### config.mk
export PLATFORM = sky130hd
export DESIGN_NAME = script_token_scanner
export DESIGN_NICKNAME = d
export VERILOG_FILES = /design/src/rtl/sts_pkg.sv /design/src/rtl/script_token_scanner.sv
export SDC_FILE = /design/constraint.sdc
export NUM_CORES = 1
export LEC_CHECK = 0
export ABC_AREA = 1
export BUFFER_PORTS_ARGS = -buffer_cell sky130_fd_sc_hd__buf_4
export CAP_MARGIN = 5
export CORE_UTILIZATION = 34
export DETAILED_ROUTE_END_ITERATION = 7
export PLACE_DENSITY_LB_ADDON = 0.3
export SYNTH_ARGS = -nofsm -noshare
export SYNTH_HDL_FRONTEND = slang
export SYNTH_SLANG_ARGS = --single-unit
### constraint.sdc
create_clock -name clk -period 12.32 [get_ports clk]
set_input_delay 0.616 -clock clk [delete_from_list [all_inputs] [get_ports clk]]
set_output_delay 0.616 -clock clk [all_outputs]
set_load 0.005 [all_outputs]
### src/rtl/sts_pkg.sv
`timescale 1ns / 1ps
package sts_pkg;

  localparam logic [2:0] KIND_EOF     = 3'd0;
  localparam logic [2:0] KIND_WS      = 3'd1;
  localparam logic [2:0] KIND_SYMBOL  = 3'd2;
  localparam logic [2:0] KIND_COMMENT = 3'd3;
  localparam logic [2:0] KIND_NUMBER  = 3'd4;
  localparam logic [2:0] KIND_STRING  = 3'd5;
  localparam logic [2:0] KIND_IDENT   = 3'd6;
  localparam logic [2:0] KIND_KEYWORD = 3'd7;

  localparam logic [2:0] ERR_OK       = 3'd0;
  localparam logic [2:0] ERR_NUMBER   = 3'd1;
  localparam logic [2:0] ERR_CHAR     = 3'd2;
  localparam logic [2:0] ERR_ESCAPE   = 3'd3;
  localparam logic [2:0] ERR_UNCLOSED = 3'd4;

  localparam int NUM_KEYWORDS = 18;

  typedef enum logic [6:0] {
    MODE_IDLE    = 7'b0000001,
    MODE_WS      = 7'b0000010,
    MODE_SYM     = 7'b0000100,
    MODE_COMMENT = 7'b0001000,
    MODE_NUM     = 7'b0010000,
    MODE_STR     = 7'b0100000,
    MODE_WORD    = 7'b1000000
  } mode_t;

  typedef struct packed {
    logic [2:0]  kind;
    logic [2:0]  err;
    logic [31:0] start;
    logic [31:0] len;
    logic        last;
  } result_t;

  localparam logic [63:0] KW_TEXT [NUM_KEYWORDS] = '{
    64'("local"), 64'("global"), 64'("fun"), 64'("return"), 64'("if"), 64'("else"),
    64'("do"), 64'("while"), 64'("for"), 64'("in"), 64'("and"), 64'("or"),
    64'("not"), 64'("break"), 64'("continue"), 64'("null"), 64'("true"), 64'("false")
  };
  localparam logic [3:0] KW_LEN [NUM_KEYWORDS] = '{
    4'd5, 4'd6, 4'd3, 4'd6, 4'd2, 4'd4, 4'd2, 4'd5, 4'd3,
    4'd2, 4'd3, 4'd2, 4'd3, 4'd5, 4'd8, 4'd4, 4'd4, 4'd5
  };

  function automatic logic is_white(logic [7:0] b);
    return (b == 8'h20) || (b >= 8'd9 && b <= 8'd13);
  endfunction

  function automatic logic is_digit(logic [7:0] b);
    return b >= "0" && b <= "9";
  endfunction

  function automatic logic is_alpha(logic [7:0] b);
    return (b >= "a" && b <= "z") || (b >= "A" && b <= "Z");
  endfunction

  function automatic logic is_hex(logic [7:0] b);
    return is_digit(b) || (b >= "a" && b <= "f") || (b >= "A" && b <= "F");
  endfunction

  function automatic logic is_base(logic [7:0] b, logic [1:0] base);
    logic r;
    case (base)
      2'd1:    r = is_hex(b);
      2'd2:    r = b >= "0" && b <= "7";
      2'd3:    r = b == "0" || b == "1";
      default: r = is_digit(b);
    endcase
    return r;
  endfunction

  function automatic logic is_one_sym(logic [7:0] b);
    logic r;
    case (b) inside
      "+", "-", "*", "/", "%", "~", "^", "&", "|", "=", ">", "<", ",", ".", ":", ";",
      "(", ")", "[", "]", "{", "}": r = 1'b1;
      default: r = 1'b0;
    endcase
    return r;
  endfunction

  function automatic logic is_long_head(logic [7:0] b);
    logic r;
    case (b) inside
      "=", "!", "<", ">", "#", "*", ".", "/": r = 1'b1;
      default: r = 1'b0;
    endcase
    return r;
  endfunction

  function automatic logic is_two(logic [7:0] p, logic [7:0] b);
    logic r;
    case ({p, b}) inside
      "==", "!=", "<=", ">=", "<<", ">>", "#(", "#[", "#{", "**", "..", "//": r = 1'b1;
      default: r = 1'b0;
    endcase
    return r;
  endfunction

  // keyword text is held first byte highest; the word register first byte lowest
  function automatic logic [63:0] to_le(logic [63:0] s, logic [3:0] n);
    logic [63:0] r;
    r = '0;
    for (int i = 0; i < 8; i++) begin
      if (4'(i) < n) r[8*i +: 8] = s[8*(32'(n) - 1 - i) +: 8];
    end
    return r;
  endfunction

  function automatic logic kw_hit(logic [63:0] pfx, logic [3:0] n);
    logic r;
    r = 1'b0;
    for (int k = 0; k < NUM_KEYWORDS; k++) begin
      if (n == KW_LEN[k] && pfx == to_le(KW_TEXT[k], KW_LEN[k])) r = 1'b1;
    end
    return r;
  endfunction

endpackage

### src/rtl/script_token_scanner.sv
`timescale 1ns / 1ps
// Script tokenizer: one source byte per cycle on s_axis, byte 0 ends the text.
// Each byte is decided in the cycle it is taken; its results (at most two) go
// into a four-word result queue, and s_tready is low while fewer than two
// slots are free. Tokens that need their following byte are reported with it.
// m_tlast marks the final result of a byte. After an error, bytes are dropped
// until byte 0. Sustained rate is one byte per cycle while m_tready drains the
// queue, limited to one result word per cycle on the output.
module script_token_scanner #(
  parameter int OFFSET_WIDTH = 32
) (
  input  logic        clk,
  input  logic        rst,
  input  logic        s_tvalid,
  output logic        s_tready,
  input  logic [7:0]  s_tdata,   // text_byte
  output logic        m_tvalid,
  input  logic        m_tready,
  output logic [71:0] m_tdata,   // token_kind, error_code, token_start, token_length
  output logic        m_tlast    // last_result
);

  localparam int LW = (OFFSET_WIDTH > 33) ? OFFSET_WIDTH : 33;

  sts_pkg::mode_t mode, mode_next;
  logic [2:0]  nphase, nphase_next;
  logic [1:0]  nbase, nbase_next;
  logic [1:0]  esc, esc_next;
  logic        qsingle, qsingle_next;
  logic [15:0] psym, psym_next;
  logic [63:0] prefix, prefix_next;
  logic [OFFSET_WIDTH-1:0] cur, cur_next, start, start_next;
  logic        halted, halted_next;

  sts_pkg::result_t fifo [4];
  logic [1:0] wptr, rptr;
  logic [2:0] count;

  sts_pkg::result_t r0, r1;
  logic [1:0] n;
  logic [7:0] b;
  logic       acc;
  logic [LW-1:0] dl, sl, cl;
  logic [31:0] len0, len1, st32, cur32;
  logic        sat, do_start, do_comment, done;
  logic [7:0]  p;
  logic [2:0]  ph;

  function automatic sts_pkg::result_t mk(logic [2:0] k, logic [2:0] e, logic [31:0] s,
                                          logic [31:0] l);
    sts_pkg::result_t r;
    r.kind = k;
    r.err = e;
    r.start = s;
    r.len = l;
    r.last = 1'b0;
    return r;
  endfunction

  assign b    = s_tdata;
  assign acc  = s_tvalid && s_tready;
  assign dl   = LW'(cur - start);
  assign sl   = LW'(start);
  assign cl   = LW'(cur);
  assign st32 = sl[31:0];
  assign cur32 = cl[31:0];
  assign sat  = dl >= LW'(33'h0FFFFFFFF);
  assign len0 = sat ? 32'hFFFFFFFF : dl[31:0];
  assign len1 = sat ? 32'hFFFFFFFF : dl[31:0] + 32'd1;

  always_comb begin
    mode_next = mode;
    nphase_next = nphase;
    nbase_next = nbase;
    esc_next = esc;
    qsingle_next = qsingle;
    psym_next = psym;
    prefix_next = prefix;
    start_next = start;
    halted_next = halted;
    cur_next = cur;
    r0 = mk(sts_pkg::KIND_EOF, sts_pkg::ERR_OK, 32'd0, 32'd0);
    r1 = r0;
    n = 2'd0;
    do_start = 1'b0;
    do_comment = 1'b0;
    done = 1'b0;
    p = psym[7:0];
    ph = nphase;

    if (!halted) begin
      case (mode)
        sts_pkg::MODE_WS: begin
          if (!sts_pkg::is_white(b)) begin
            r0 = mk(sts_pkg::KIND_WS, sts_pkg::ERR_OK, st32, len0);
            n = 2'd1;
            do_start = 1'b1;
          end
        end
        sts_pkg::MODE_SYM: begin
          if (psym[15:8] != 8'd0) begin
            if (b == p) begin
              mode_next = sts_pkg::MODE_IDLE;
              r0 = mk(sts_pkg::KIND_SYMBOL, sts_pkg::ERR_OK, st32, 32'd3);
            end else begin
              r0 = mk(sts_pkg::KIND_SYMBOL, sts_pkg::ERR_OK, st32, 32'd2);
              do_start = 1'b1;
            end
            n = 2'd1;
          end else if (sts_pkg::is_two(p, b)) begin
            if (p == b && (p == "<" || p == ">" || p == ".")) begin
              psym_next = {b, p};
            end else begin
              mode_next = sts_pkg::MODE_IDLE;
              r0 = mk(sts_pkg::KIND_SYMBOL, sts_pkg::ERR_OK, st32, 32'd2);
              n = 2'd1;
            end
          end else if (sts_pkg::is_one_sym(p)) begin
            r0 = mk(sts_pkg::KIND_SYMBOL, sts_pkg::ERR_OK, st32, 32'd1);
            n = 2'd1;
            do_start = 1'b1;
          end else if (p == "#") begin
            mode_next = sts_pkg::MODE_COMMENT;
            do_comment = 1'b1;
          end else begin
            r0 = mk(sts_pkg::KIND_EOF, sts_pkg::ERR_CHAR, st32, 32'd0);
            n = 2'd1;
            mode_next = sts_pkg::MODE_IDLE;
            if (b != 8'd0) halted_next = 1'b1;
          end
        end
        sts_pkg::MODE_COMMENT: begin
          do_comment = 1'b1;
        end
        sts_pkg::MODE_NUM: begin
          if (ph == 3'd0) begin
            if (b == "x" || b == "o" || b == "b") begin
              nbase_next = (b == "x") ? 2'd1 : (b == "o") ? 2'd2 : 2'd3;
              done = 1'b1;
            end
            ph = 3'd1;
            nphase_next = 3'd1;
          end
          if (!done) begin
            case (ph)
              3'd1, 3'd2: begin
                if (sts_pkg::is_base(b, nbase)) done = 1'b1;
                else if (b == "." && ph == 3'd1) begin
                  nphase_next = 3'd2;
                  done = 1'b1;
                end else if (b == "e") begin
                  nphase_next = 3'd3;
                  done = 1'b1;
                end else if (b == "i") begin
                  nphase_next = 3'd5;
                  done = 1'b1;
                end
              end
              3'd3: begin
                if (b == "+" || b == "-" || sts_pkg::is_base(b, nbase)) begin
                  nphase_next = 3'd4;
                  done = 1'b1;
                end else if (b == "i") begin
                  nphase_next = 3'd5;
                  done = 1'b1;
                end
              end
              3'd4: begin
                if (sts_pkg::is_base(b, nbase)) done = 1'b1;
                else if (b == "i") begin
                  nphase_next = 3'd5;
                  done = 1'b1;
                end
              end
              default: ;
            endcase
          end
          if (!done) begin
            n = 2'd1;
            if (sts_pkg::is_alpha(b)) begin
              r0 = mk(sts_pkg::KIND_EOF, sts_pkg::ERR_NUMBER, st32, 32'd0);
              mode_next = sts_pkg::MODE_IDLE;
              halted_next = 1'b1;
            end else begin
              r0 = mk(sts_pkg::KIND_NUMBER, sts_pkg::ERR_OK, st32, len0);
              do_start = 1'b1;
            end
          end
        end
        sts_pkg::MODE_STR: begin
          case (esc)
            2'd0: begin
              if (b == (qsingle ? 8'h27 : 8'h22)) begin
                mode_next = sts_pkg::MODE_IDLE;
                r0 = mk(sts_pkg::KIND_STRING, sts_pkg::ERR_OK, st32, len1);
                n = 2'd1;
              end else if (b == 8'd0) begin
                r0 = mk(sts_pkg::KIND_EOF, sts_pkg::ERR_UNCLOSED, st32, 32'd0);
                n = 2'd1;
                mode_next = sts_pkg::MODE_IDLE;
              end else if (b == 8'h5C) begin
                esc_next = 2'd1;
              end
            end
            2'd1: begin
              if (b == "x") esc_next = 2'd2;
              else if (b == "n" || b == "t" || b == "r" || b == "f" || b == "v" ||
                       b == "a" || b == "b" || b == "e") esc_next = 2'd0;
              else n = 2'd1;
            end
            default: begin
              if (sts_pkg::is_hex(b)) esc_next = (esc == 2'd2) ? 2'd3 : 2'd0;
              else n = 2'd1;
            end
          endcase
          if (n == 2'd1 && esc != 2'd0) begin
            r0 = mk(sts_pkg::KIND_EOF, sts_pkg::ERR_ESCAPE, st32, 32'd0);
            mode_next = sts_pkg::MODE_IDLE;
            if (b != 8'd0) halted_next = 1'b1;
          end
        end
        sts_pkg::MODE_WORD: begin
          if (sts_pkg::is_alpha(b) || sts_pkg::is_digit(b) || b == "_") begin
            if (dl < LW'(8)) prefix_next[{dl[2:0], 3'b000} +: 8] = b;
          end else begin
            r0 = mk(sts_pkg::kw_hit(prefix, (dl <= LW'(8)) ? dl[3:0] : 4'd0) ?
                    sts_pkg::KIND_KEYWORD : sts_pkg::KIND_IDENT,
                    sts_pkg::ERR_OK, st32, len0);
            n = 2'd1;
            do_start = 1'b1;
          end
        end
        default: do_start = 1'b1;
      endcase

      if (do_comment) begin
        if (b == 8'h0A) begin
          mode_next = sts_pkg::MODE_IDLE;
          r0 = mk(sts_pkg::KIND_COMMENT, sts_pkg::ERR_OK, st32, len1);
          n = 2'd1;
        end else if (b == 8'd0) begin
          r0 = mk(sts_pkg::KIND_COMMENT, sts_pkg::ERR_OK, st32, len0);
          n = 2'd1;
          do_start = 1'b1;
        end
      end

      if (do_start) begin
        start_next = cur;
        mode_next = sts_pkg::MODE_IDLE;
        r1 = mk(sts_pkg::KIND_EOF, sts_pkg::ERR_OK, 32'd0, 32'd0);
        if (b == 8'd0) begin
          r1 = mk(sts_pkg::KIND_EOF, sts_pkg::ERR_OK, cur32, 32'd0);
        end else if (sts_pkg::is_white(b)) begin
          mode_next = sts_pkg::MODE_WS;
        end else if (sts_pkg::is_long_head(b)) begin
          psym_next = {8'd0, b};
          mode_next = sts_pkg::MODE_SYM;
        end else if (sts_pkg::is_one_sym(b)) begin
          r1 = mk(sts_pkg::KIND_SYMBOL, sts_pkg::ERR_OK, cur32, 32'd1);
        end else if (sts_pkg::is_digit(b)) begin
          mode_next = sts_pkg::MODE_NUM;
          nphase_next = 3'd0;
          nbase_next = 2'd0;
        end else if (b == 8'h22 || b == 8'h27) begin
          mode_next = sts_pkg::MODE_STR;
          qsingle_next = (b == 8'h27);
          esc_next = 2'd0;
        end else if (sts_pkg::is_alpha(b) || b == "_") begin
          mode_next = sts_pkg::MODE_WORD;
          prefix_next = {56'd0, b};
        end else begin
          r1 = mk(sts_pkg::KIND_EOF, sts_pkg::ERR_CHAR, cur32, 32'd0);
          halted_next = 1'b1;
        end
        if (b == 8'd0 || (!sts_pkg::is_white(b) && !sts_pkg::is_long_head(b) &&
            (sts_pkg::is_one_sym(b) || (!sts_pkg::is_digit(b) && b != 8'h22 &&
             b != 8'h27 && !sts_pkg::is_alpha(b) && b != "_")))) begin
          if (n == 2'd0) r0 = r1;
          n = n + 2'd1;
        end
      end
    end

    if (n == 2'd1) r0.last = 1'b1;
    if (n == 2'd2) r1.last = 1'b1;

    if (b == 8'd0) begin
      mode_next = sts_pkg::MODE_IDLE;
      nphase_next = 3'd0;
      nbase_next = 2'd0;
      esc_next = 2'd0;
      qsingle_next = 1'b0;
      psym_next = '0;
      prefix_next = '0;
      cur_next = '0;
      start_next = '0;
      halted_next = 1'b0;
    end else if (cur != '1) begin
      cur_next = cur + 1'b1;
    end
  end

  assign s_tready = count <= 3'd2;
  assign m_tvalid = count != 3'd0;
  assign m_tdata  = {2'b00, fifo[rptr].len, fifo[rptr].start, fifo[rptr].err,
                     fifo[rptr].kind};
  assign m_tlast  = fifo[rptr].last;

  always_ff @(posedge clk) begin
    if (rst) begin
      mode <= sts_pkg::MODE_IDLE;
      nphase <= '0;
      nbase <= '0;
      esc <= '0;
      qsingle <= 1'b0;
      psym <= '0;
      prefix <= '0;
      cur <= '0;
      start <= '0;
      halted <= 1'b0;
      wptr <= '0;
      rptr <= '0;
      count <= '0;
    end else begin
      if (acc) begin
        mode <= mode_next;
        nphase <= nphase_next;
        nbase <= nbase_next;
        esc <= esc_next;
        qsingle <= qsingle_next;
        psym <= psym_next;
        prefix <= prefix_next;
        cur <= cur_next;
        start <= start_next;
        halted <= halted_next;
        wptr <= wptr + n;
      end
      if (m_tvalid && m_tready) rptr <= rptr + 2'd1;
      count <= count + (acc ? {1'b0, n} : 3'd0) - ((m_tvalid && m_tready) ? 3'd1 : 3'd0);
    end
  end

  always_ff @(posedge clk) begin
    if (acc && n != 2'd0) fifo[wptr] <= r0;
    if (acc && n == 2'd2) fifo[wptr + 2'd1] <= r1;
  end

endmodule

Yosys cells after proc, flatten, opt, wreduce, memory -nomap -nowiden. Memory sizes are Yosys's and may differ from the RTL's. A register that Yosys moved wholly into a read port is not among the register bits. Index checks and enable logic that the tools add are counted.

Eq/ne operators: 132. Add/sub/neg operators: 10. Reductions and logical operators: 88. Shift operators: 2. Mux-type cells: 338. Magnitude comparators: 15.

Operators by type and width (count): $mux W71 (15); $mux W64 (12); $mux W70 (8); $mux W8 (54); $pmux W71 S5 (1); $eq A8 B6 Y1 const B (38); $mux W67 (4); $eq A64 B16 Y1 (4); $eq A64 B24 Y1 (4); $eq A64 B40 Y1 (4); $mux W32 (7); $eq A8 B7 Y1 const B (27); $eq A16 B14 Y1 const B (12); $eq A64 B32 Y1 (3); $mux W7 (21); $mux W16 (9); $mux W1 (132); $eq A64 B48 Y1 (2); $mux W2 (41); $mux W69 (1); $mux W68 (1); $add A32 B1 Y32 const B (2); $bwmux W64 (1); $eq A64 B64 Y1 (1); other kinds (65) (181).

Memory bits (writable): 284. Memories kept: 1. Register bits after elaboration: 167.

Memory list: fifo (words 4, width 71, read ports 1, clocked after memory_dff 1, write ports 2, line script_token_scanner.sv:35) `sts_pkg::result_t fifo [4];`.

Longest topological paths before layout. Gate-level depths: netlist of the first run.

Depth in word-level cells: 42. Depth in mapped cells: 33. Mapped depth without buffers: 31.

Worst setup path before layout of the first run. No wires, ideal clock.

Kind: in2reg. Start: in s_tdata[2]. End: mem fifo[3][0] (netlist bit), enable pin. Slack: 7.532 ns. Stages: 28. Library setup time: 0.394 ns. Path buffers: 5. Arrival time: 4.394 ns. Cells stage by stage: buf_2 -> nand2_1 -> inv_2 -> nand2_1 -> nor2_1 -> nand2_1 -> inv_2 -> nor3_2 -> nand2_1 -> nor2_2 -> nand3_2 -> nand2_1 -> buf_4 -> o21ai_4 -> inv_2 -> nor2_2 -> inv_2 -> clkbuf_1 -> ha_1 -> inv_1 -> nand2_1 -> nand3_4 -> nand3_4 -> inv_4 -> nand2_2 -> buf_4 -> buf_4 -> nand2_1.

RTL lines: from (decl) (line script_token_scanner.sv:16) `input logic [7:0] s_tdata,`; to (decl) (line script_token_scanner.sv:35).

==> results.txt, run 1 <==
Slew Limit Fails = 0
Met2 usage = 38.1%
Worst r2r src = psym[4]$_SDFFE_PP0P_
Routed wire length per instance = 19.0 µm
DR DRC count = 0
CTS Buffer Depth = 3
Synth top area share = 21.1%
Hpwl dp = 73.1 mm
Full die area = 0.0876 mm²
Row count = 107
Synth warnings = 0
Ys flop type = dfxtp_1
Share of cells above drive strength 1 = 7.55%
Power Dens Cells = 152 mW/mm²
CP Capture Type = register
Initial antenna violation count = 0
Post-synthesis async set-or-reset flop share = 0%
DRT iter0 DRCs = 2661
Crit path kind = register to register
Unique masters post-synth = 72
Fin Setup TNS = 0 ns
First-pass GRT wire length = 166 mm
Most used routing layer = met2
Die Span Y = 296 µm
Crit path required time = 12.77 ns
Critical Path End = fifo[3][62]$_DFFE_PP_
RePlAce Congestion = 0.972
DIE WIDTH = 296 µm
I/O pin cnt = 87
H-tree depth = 2
DRT Wirelength = 107 mm
Total congestion overflow = 0
# resized after CTS = 0
Largest net degree at the start of global routing = 80
Max stage delay cell, worst path = buf_4
Via Count = 30700
EDFF count, synth = 144
FMAX = 196 MHz
Worst setup path startpoint = psym[4]$_SDFFE_PP0P_
Worst-path clk slew = 0.06 ns
CTS Hold Buffers Added = 0
Status = finished, final reports clean
Met3 Use GR = 2.94%
Initial cell density of the core = 34.4%
Minimum clock period = 5.09 ns
Reg-to-reg endpoint = fifo[3][62]$_DFFE_PP_
Synth Cell Area = 0.0294 mm²
Gate Count Post-Synth = 4499
Pleak = 0.0135 µW
Worst-Skew Late Latency = 0.65 ns
Count of endpoints failing hold in the final timing report = 0
DRT Pass-1 Iters = 6
Worst Hold Slack = 0.331 ns
Fin crit share = 41.3%
CP max FO = 40
Ranking of synthesized cells by area = dfxtp_1 (21%), edfxtp_1 (15%), nand2_1 (14%)
Worst Tran Pin Value = 1.23 ns
Crit path launch type = register
CTS Buf Count = 54
Most frequent cells in the layout = nand2_1 (1100), nor2_1 (576), nand3_1 (500)
Vias in the first global route = 28400
Max_cap viols = 0
Antenna Nets Post-Route = 0
Most common cell after layout, fill and taps aside = nand2_1
Clock root buffer = clkbuf_16
Post-synth top area cell = dfxtp_1
Skew final = 0.0373 ns
R2R Setup Slk = 7.23 ns
CTS tree = yes
Met1 Use GR = 33.5%
Syn Area/Cell = 6.53 µm²
Sequential-to-total area share from yosys stat = 35.8%
Slowest stage delay, CP = 0.61 ns
Max_slew headroom = 18.1%
Final Net Count = 4501
Core ar. = 0.0854 mm²
Hold Path Class = input pin to register
Arr. time, crit path = 5.55 ns
RSZ-0062 raised after global routing = false
I/O Buffers = 84
GRT Resource Usage Total = 23.9%
Number of synthesized register bits = 453
Setup Buffers After CTS = 0
Worst r2r path cells = 25
CTS Sinks = 453
Finish-stage setup viols = 0
Vias per inst = 5.44
Layout area overhead = 11.0%
Peak VDD IR = 121 µV
worst min-delay path by stage:
stage / from / to / cells after the start
finish: s_tdata[4] / psym[4]$_SDFFE_PP0P_ / 3
global route: s_tdata[4] / psym[4]$_SDFFE_PP0P_ / 3
floorplan: rptr[1]$_SDFFE_PP0P_ / register / 2
global placement: fifo[1][7]$_SDFFE_PP0P_ / fifo[1][7]$_SDFFE_PP0P_ / 2
detailed placement: fifo[2][67]$_SDFFE_PP0P_ / fifo[2][67]$_SDFFE_PP0P_ / 2
CTS: s_tdata[4] / psym[4]$_SDFFE_PP0P_ / 3
flip-flops by register name, summed over array words and instances, names as in the netlist, named ones only:
signal and flops:
count 3, cur 32, esc 2, fifo 284, halted 1, mode 7
nbase 2, nphase 3, prefix 64, psym 16, qsingle 1, rptr 2
st32 32, wptr 2
cells by family (layout without fill, tap and decap cells):
family	after synthesis	count (layout)	synth area share, %
adders and majority gates	43	43	1.88
other	1	3	0.0128
buffers and inverters	679	671	9.49
AOI/OAI and AO/OA	821	821	15.3
DFF	453	453	35.8
and+or+nand+nor	2471	2471	36.6
xor gates and xnor gates	31	31	0.924
area by class of cell:
class	count	area, µm²
Antenna cell	1	2.50
Fill cell	9235	52800
Clock buffer	69	1530
Multi-Input combinational cell	3368	16100
Tap cell	1144	1430
Inverter	448	1690
Clock inverter	33	438
Sequential cell	453	10500
Timing Repair Buffer	121	908
metrics by stage:
| stage | util, % | setup WS, ns | total power, µW | std cells | cell area, µm² |
|---|---|---|---|---|---|
| detailed placement | 35.9 | 6.88 | 3230 | 5534 | 30600 |
| CTS | 38.2 | 7.26 | 4980 | 5636 | 32600 |
| global route | 38.2 | 6.78 | 5200 | 5636 | 32600 |
| floorplan | - | 7.53 | 2650 | 4500 | 29400 |
| finish | 38.2 | 7.23 | 4970 | 5637 | 32600 |
| global placement | 35.9 | 6.80 | 3220 | 5534 | 30600 |
critical path: cells and delay by family, from the launching register on:
| kind | cells | cell delay, ns |
|---|---|---|
| compound gates | 2 | 0.26 |
| fa+ha+maj | 1 | 0.22 |
| buf+inv | 8 | 1.98 |
| flops | 1 | 0.39 |
| simple gates | 14 | 2.04 |
where the power goes:
part	switching, µW	internal, µW
Combinational	1130	441
Clock	715	1040
Sequential	53.8	1590
Total	1900	3070
per-layer routing:
| layer | part of all wire (%) | wire (µm) |
|---|---|---|
| met5 | 0 | 0 |
| met4 | 2.8 | 3010 |
| met3 | 7.2 | 7710 |
| met2 | 44 | 47600 |
| met1 | 45 | 48700 |
Yosys cell counts, types with 4 or more instances:
library cell  count
nand2_1        1100
nor2_1          577
nand3_1         500
inv_1           392
o21ai_0         359
dfxtp_1         309
a21oi_1         229
edfxtp_1        144
clkbuf_1        143
nor3_1           94
nand4_1          80
o22ai_1          72
o21ai_1          66
inv_2            46
buf_2            43
ha_1             41
nor4_1           33
xor2_1           27
a211oi_1         25
buf_4            21
o211ai_1         20
nand3b_1         16
nand2_2          14
buf_6            13
nor2_2           13
buf_1            10
nand3_2           9
a22oi_1           8
a31oi_1           7
clkinv_1          7
o31ai_1           6
nor2_4            4
nor2_8            4
nor3_2            4
xnor2_1           4
(Power assumes the default switching activity.)
==> run 2, diff against run 1 <==
--- a/config.mk
+++ b/config.mk
@@ -5,7 +5,7 @@
 export SDC_FILE = /design/constraint.sdc
 export NUM_CORES = 1
 export LEC_CHECK = 0
-export ABC_AREA = 1
+export ABC_AREA = 0
 export BUFFER_PORTS_ARGS = -buffer_cell sky130_fd_sc_hd__buf_4
 export CAP_MARGIN = 5
 export CORE_UTILIZATION = 34
==> constraint.sdc (replaced) <==
create_clock -name clk -period 4.97 [get_ports clk]
set_input_delay 0.2485 -clock clk [delete_from_list [all_inputs] [get_ports clk]]
set_output_delay 0.2485 -clock clk [all_outputs]
set_load 0.005 [all_outputs]
==> run 2 against run 1 <==
Clock power increased by 120%. Highest routed layer is now met5. Critical endpoint is now prefix[56]$_SDFFE_PP0P_. Clock skew increased by 0.0017 ns. Critical path type unchanged. Clock-buffer cell count decreased by 1. Cell count decreased by 30%.
==> results.txt, run 2 <==
GRT Resource Usage Total = 21.7%
CTS Sinks = 453
Largest net degree at the start of global routing = 75
Slew Limit Fails = 0
DRT Wirelength = 85.7 mm
Row count = 100
Pleak = 0.0102 µW
Hold Path Depth = 3
Most frequent cells in the layout = nand2_1 (410), dfxtp_1 (306), o21ai_0 (245)
Vias in the first global route = 22000
Largest Register = fifo
Ys flop type = dfxtp_1
DRT Pass-1 Iters = 6
Via Count = 23000
RSZ-0062 raised after global routing = false
Routed wire length per instance = 21.7 µm
Crit path launch type = register
Hold Path Class = input pin to register
First-pass GRT wire length = 132 mm
EDFF count, synth = 144
RePlAce Congestion = 0.994
Synth top area share = 24.0%
DRT iter0 DRCs = 2366
Peak VDD IR = 248 µV
Share of cells above drive strength 1 = 15.6%
Synth cell count leaders = nand2_1 (410), dfxtp_1 (309), o21ai_0 (245)
Pre-CTS setup slack = 0.273 ns
Flip-flop count of the largest register after layout = 284
Finish-stage setup viols = 0
Core ar. = 0.0748 mm²
Most common cell after layout, fill and taps aside = nand2_1
Post-route insts no fill = 3942
Fin crit share = 95.4%
Worst-Skew Late Latency = 0.62 ns
I/O Buffers = 84
Final Net Count = 2990
Total congestion overflow = 0
Synth warnings = 0
Status = finished, final reports clean
Skew final = 0.0390 ns
DR DRC count = 0
Arr. time, crit path = 5.27 ns
Crit path required time = 5.50 ns
Die Span Y = 278 µm
CTS Buf Count = 51
Antenna Nets Post-Route = 0
CP max FO = 6
Ant diodes = 0
Minimum clock period = 4.74 ns
Placed cell count = 3851
Syn Area/Cell = 8.99 µm²
Full die area = 0.0770 mm²
Ranking of synthesized cells by area = dfxtp_1 (24%), edfxtp_1 (17%), mux4_2 (6.2%)
Crit path kind = register to register
Post-synthesis async set-or-reset flop share = 0%
CP Capture Type = register
Unique masters post-synth = 122
DIE WIDTH = 278 µm
CTS tree = yes
Max_cap viols = 0
Number of synthesized register bits = 453
Worst r2r path cells = 14
Worst-path clk slew = 0.07 ns
Worst Tran Pin Value = 1.20 ns
I/O pin cnt = 87
Fin Setup TNS = 0 ns
CTS Buffer Depth = 3
Vias per inst = 5.84
H-tree depth = 2
FMAX = 211 MHz
Synth Cell Area = 0.0258 mm²
Count leader, synth = nand2_1
Setup WS post-layout = 0.230 ns
Post-synth top area cell = dfxtp_1
Hpwl dp = 61.0 mm
Clock root buffer = clkbuf_16
Count of endpoints failing hold in the final timing report = 0
Final core utilization = 39.3%
Max_slew headroom = 19.3%
Biggest regs = fifo x284, prefix x64
Initial cell density of the core = 34.5%
Sequential-to-total area share from yosys stat = 40.7%
Layout area overhead = 13.9%
Initial antenna violation count = 2
Power Dens Cells = 354 mW/mm²
Gate Count Post-Synth = 2872
## run 2: changes by cell type in the layout (fill, tap and decap cells not counted), moves of 76 or more
| cell | change |
|---|---|
| nand3_1 | -411 |
| a22o_1 | +115 |
| a21oi_1 | -92 |
| o21ai_0 | -114 |
| inv_1 | -322 |
| nand2_1 | -690 |
| buf_4 | +76 |
| nor2_1 | -342 |
## run 2: worst max-delay path, cell delays in order, from the launching register on
cell       delay, ns
dfxtp_1         0.33
inv_1           0.06
ha_1            0.23
fa_1            0.41
nand2b_1        0.20
a211oi_2        0.38
o2111ai_1       0.20
a31oi_2         0.40
a21oi_1         0.13
xnor2_1         0.21
or2_0           0.37
or4_1           0.58
or4_1           0.63
nor3_4          0.36
a22o_1          0.18
## run 2: cell type report
| class | instances | area (µm²) |
|---|---|---|
| timing repair buffer | 202 | 1580 |
| clock inverter | 23 | 283 |
| fill | 7585 | 45400 |
| sequential | 453 | 10500 |
| clock buffer | 68 | 1430 |
| multi-input combinational | 2158 | 14100 |
| tap | 969 | 1210 |
| inverter | 69 | 259 |
## run 2: cells by family after synthesis
family                     count (synthesis)  synth area share [%]
and+or+nand+nor                         1151                  22.4
AOI/OAI and AO/OA                        818                  21.2
DFF                                      453                  40.7
buffers and inverters                    262                  4.75
muxes                                     80                  6.58
xor gates and xnor gates                  64                  2.17
adders and majority gates                 43                  2.14
other                                      1                0.0145
## run 2: per-stage QoR
stage | power, µW | hold slack (ns) | cell area [µm²]
floorplan | 5610 | 0.406 | 25800
global placement | 6570 | 0.429 | 27700
detailed placement | 6570 | 0.432 | 27700
CTS | 10500 | 0.0163 | 29400
global route | 10800 | 0.0577 | 29400
finish | 10400 | 0.0546 | 29400
## run 2: power breakdown
part | leakage, µW | internal (µW) | switching, µW
clock | 0.000839 | 2290 | 1600
combinational | 0.00569 | 941 | 1450
sequential | 0.00364 | 3940 | 172
## run 2: worst paths after layout
| path | startpoint | end | slack [ns] |
|---|---|---|---|
| max | cur[0]$_SDFFE_PP0P_ | prefix[56]$_SDFFE_PP0P_ | 0.23 |
| min | s_tdata[1] | psym[1]$_SDFFE_PP0P_ | 0.05 |
| max reg2reg | cur[0]$_SDFFE_PP0P_ | prefix[56]$_SDFFE_PP0P_ | 0.23 |
| min reg2reg | fifo[1][20]$_SDFFE_PP0P_ | fifo[1][20]$_SDFFE_PP0P_ | 0.45 |
## run 2: routing by layer
metal | global-route usage [%] | wire length [µm] | up-vias
met5 | 0 | 45 | -
met4 | 6.11 | 1970 | 2
met3 | 3.17 | 5460 | 135
met2 | 34.6 | 39200 | 816
met1 | 30.5 | 39000 | 11300
li1 | - | - | 10800
## run 2: timing repair
action	CTS	global route
endpoints found under the hold margin	0	0
gates resized for setup	0	5
hold buffers	0	0
buffers inserted	0	0
setup endpoints to repair	0	17
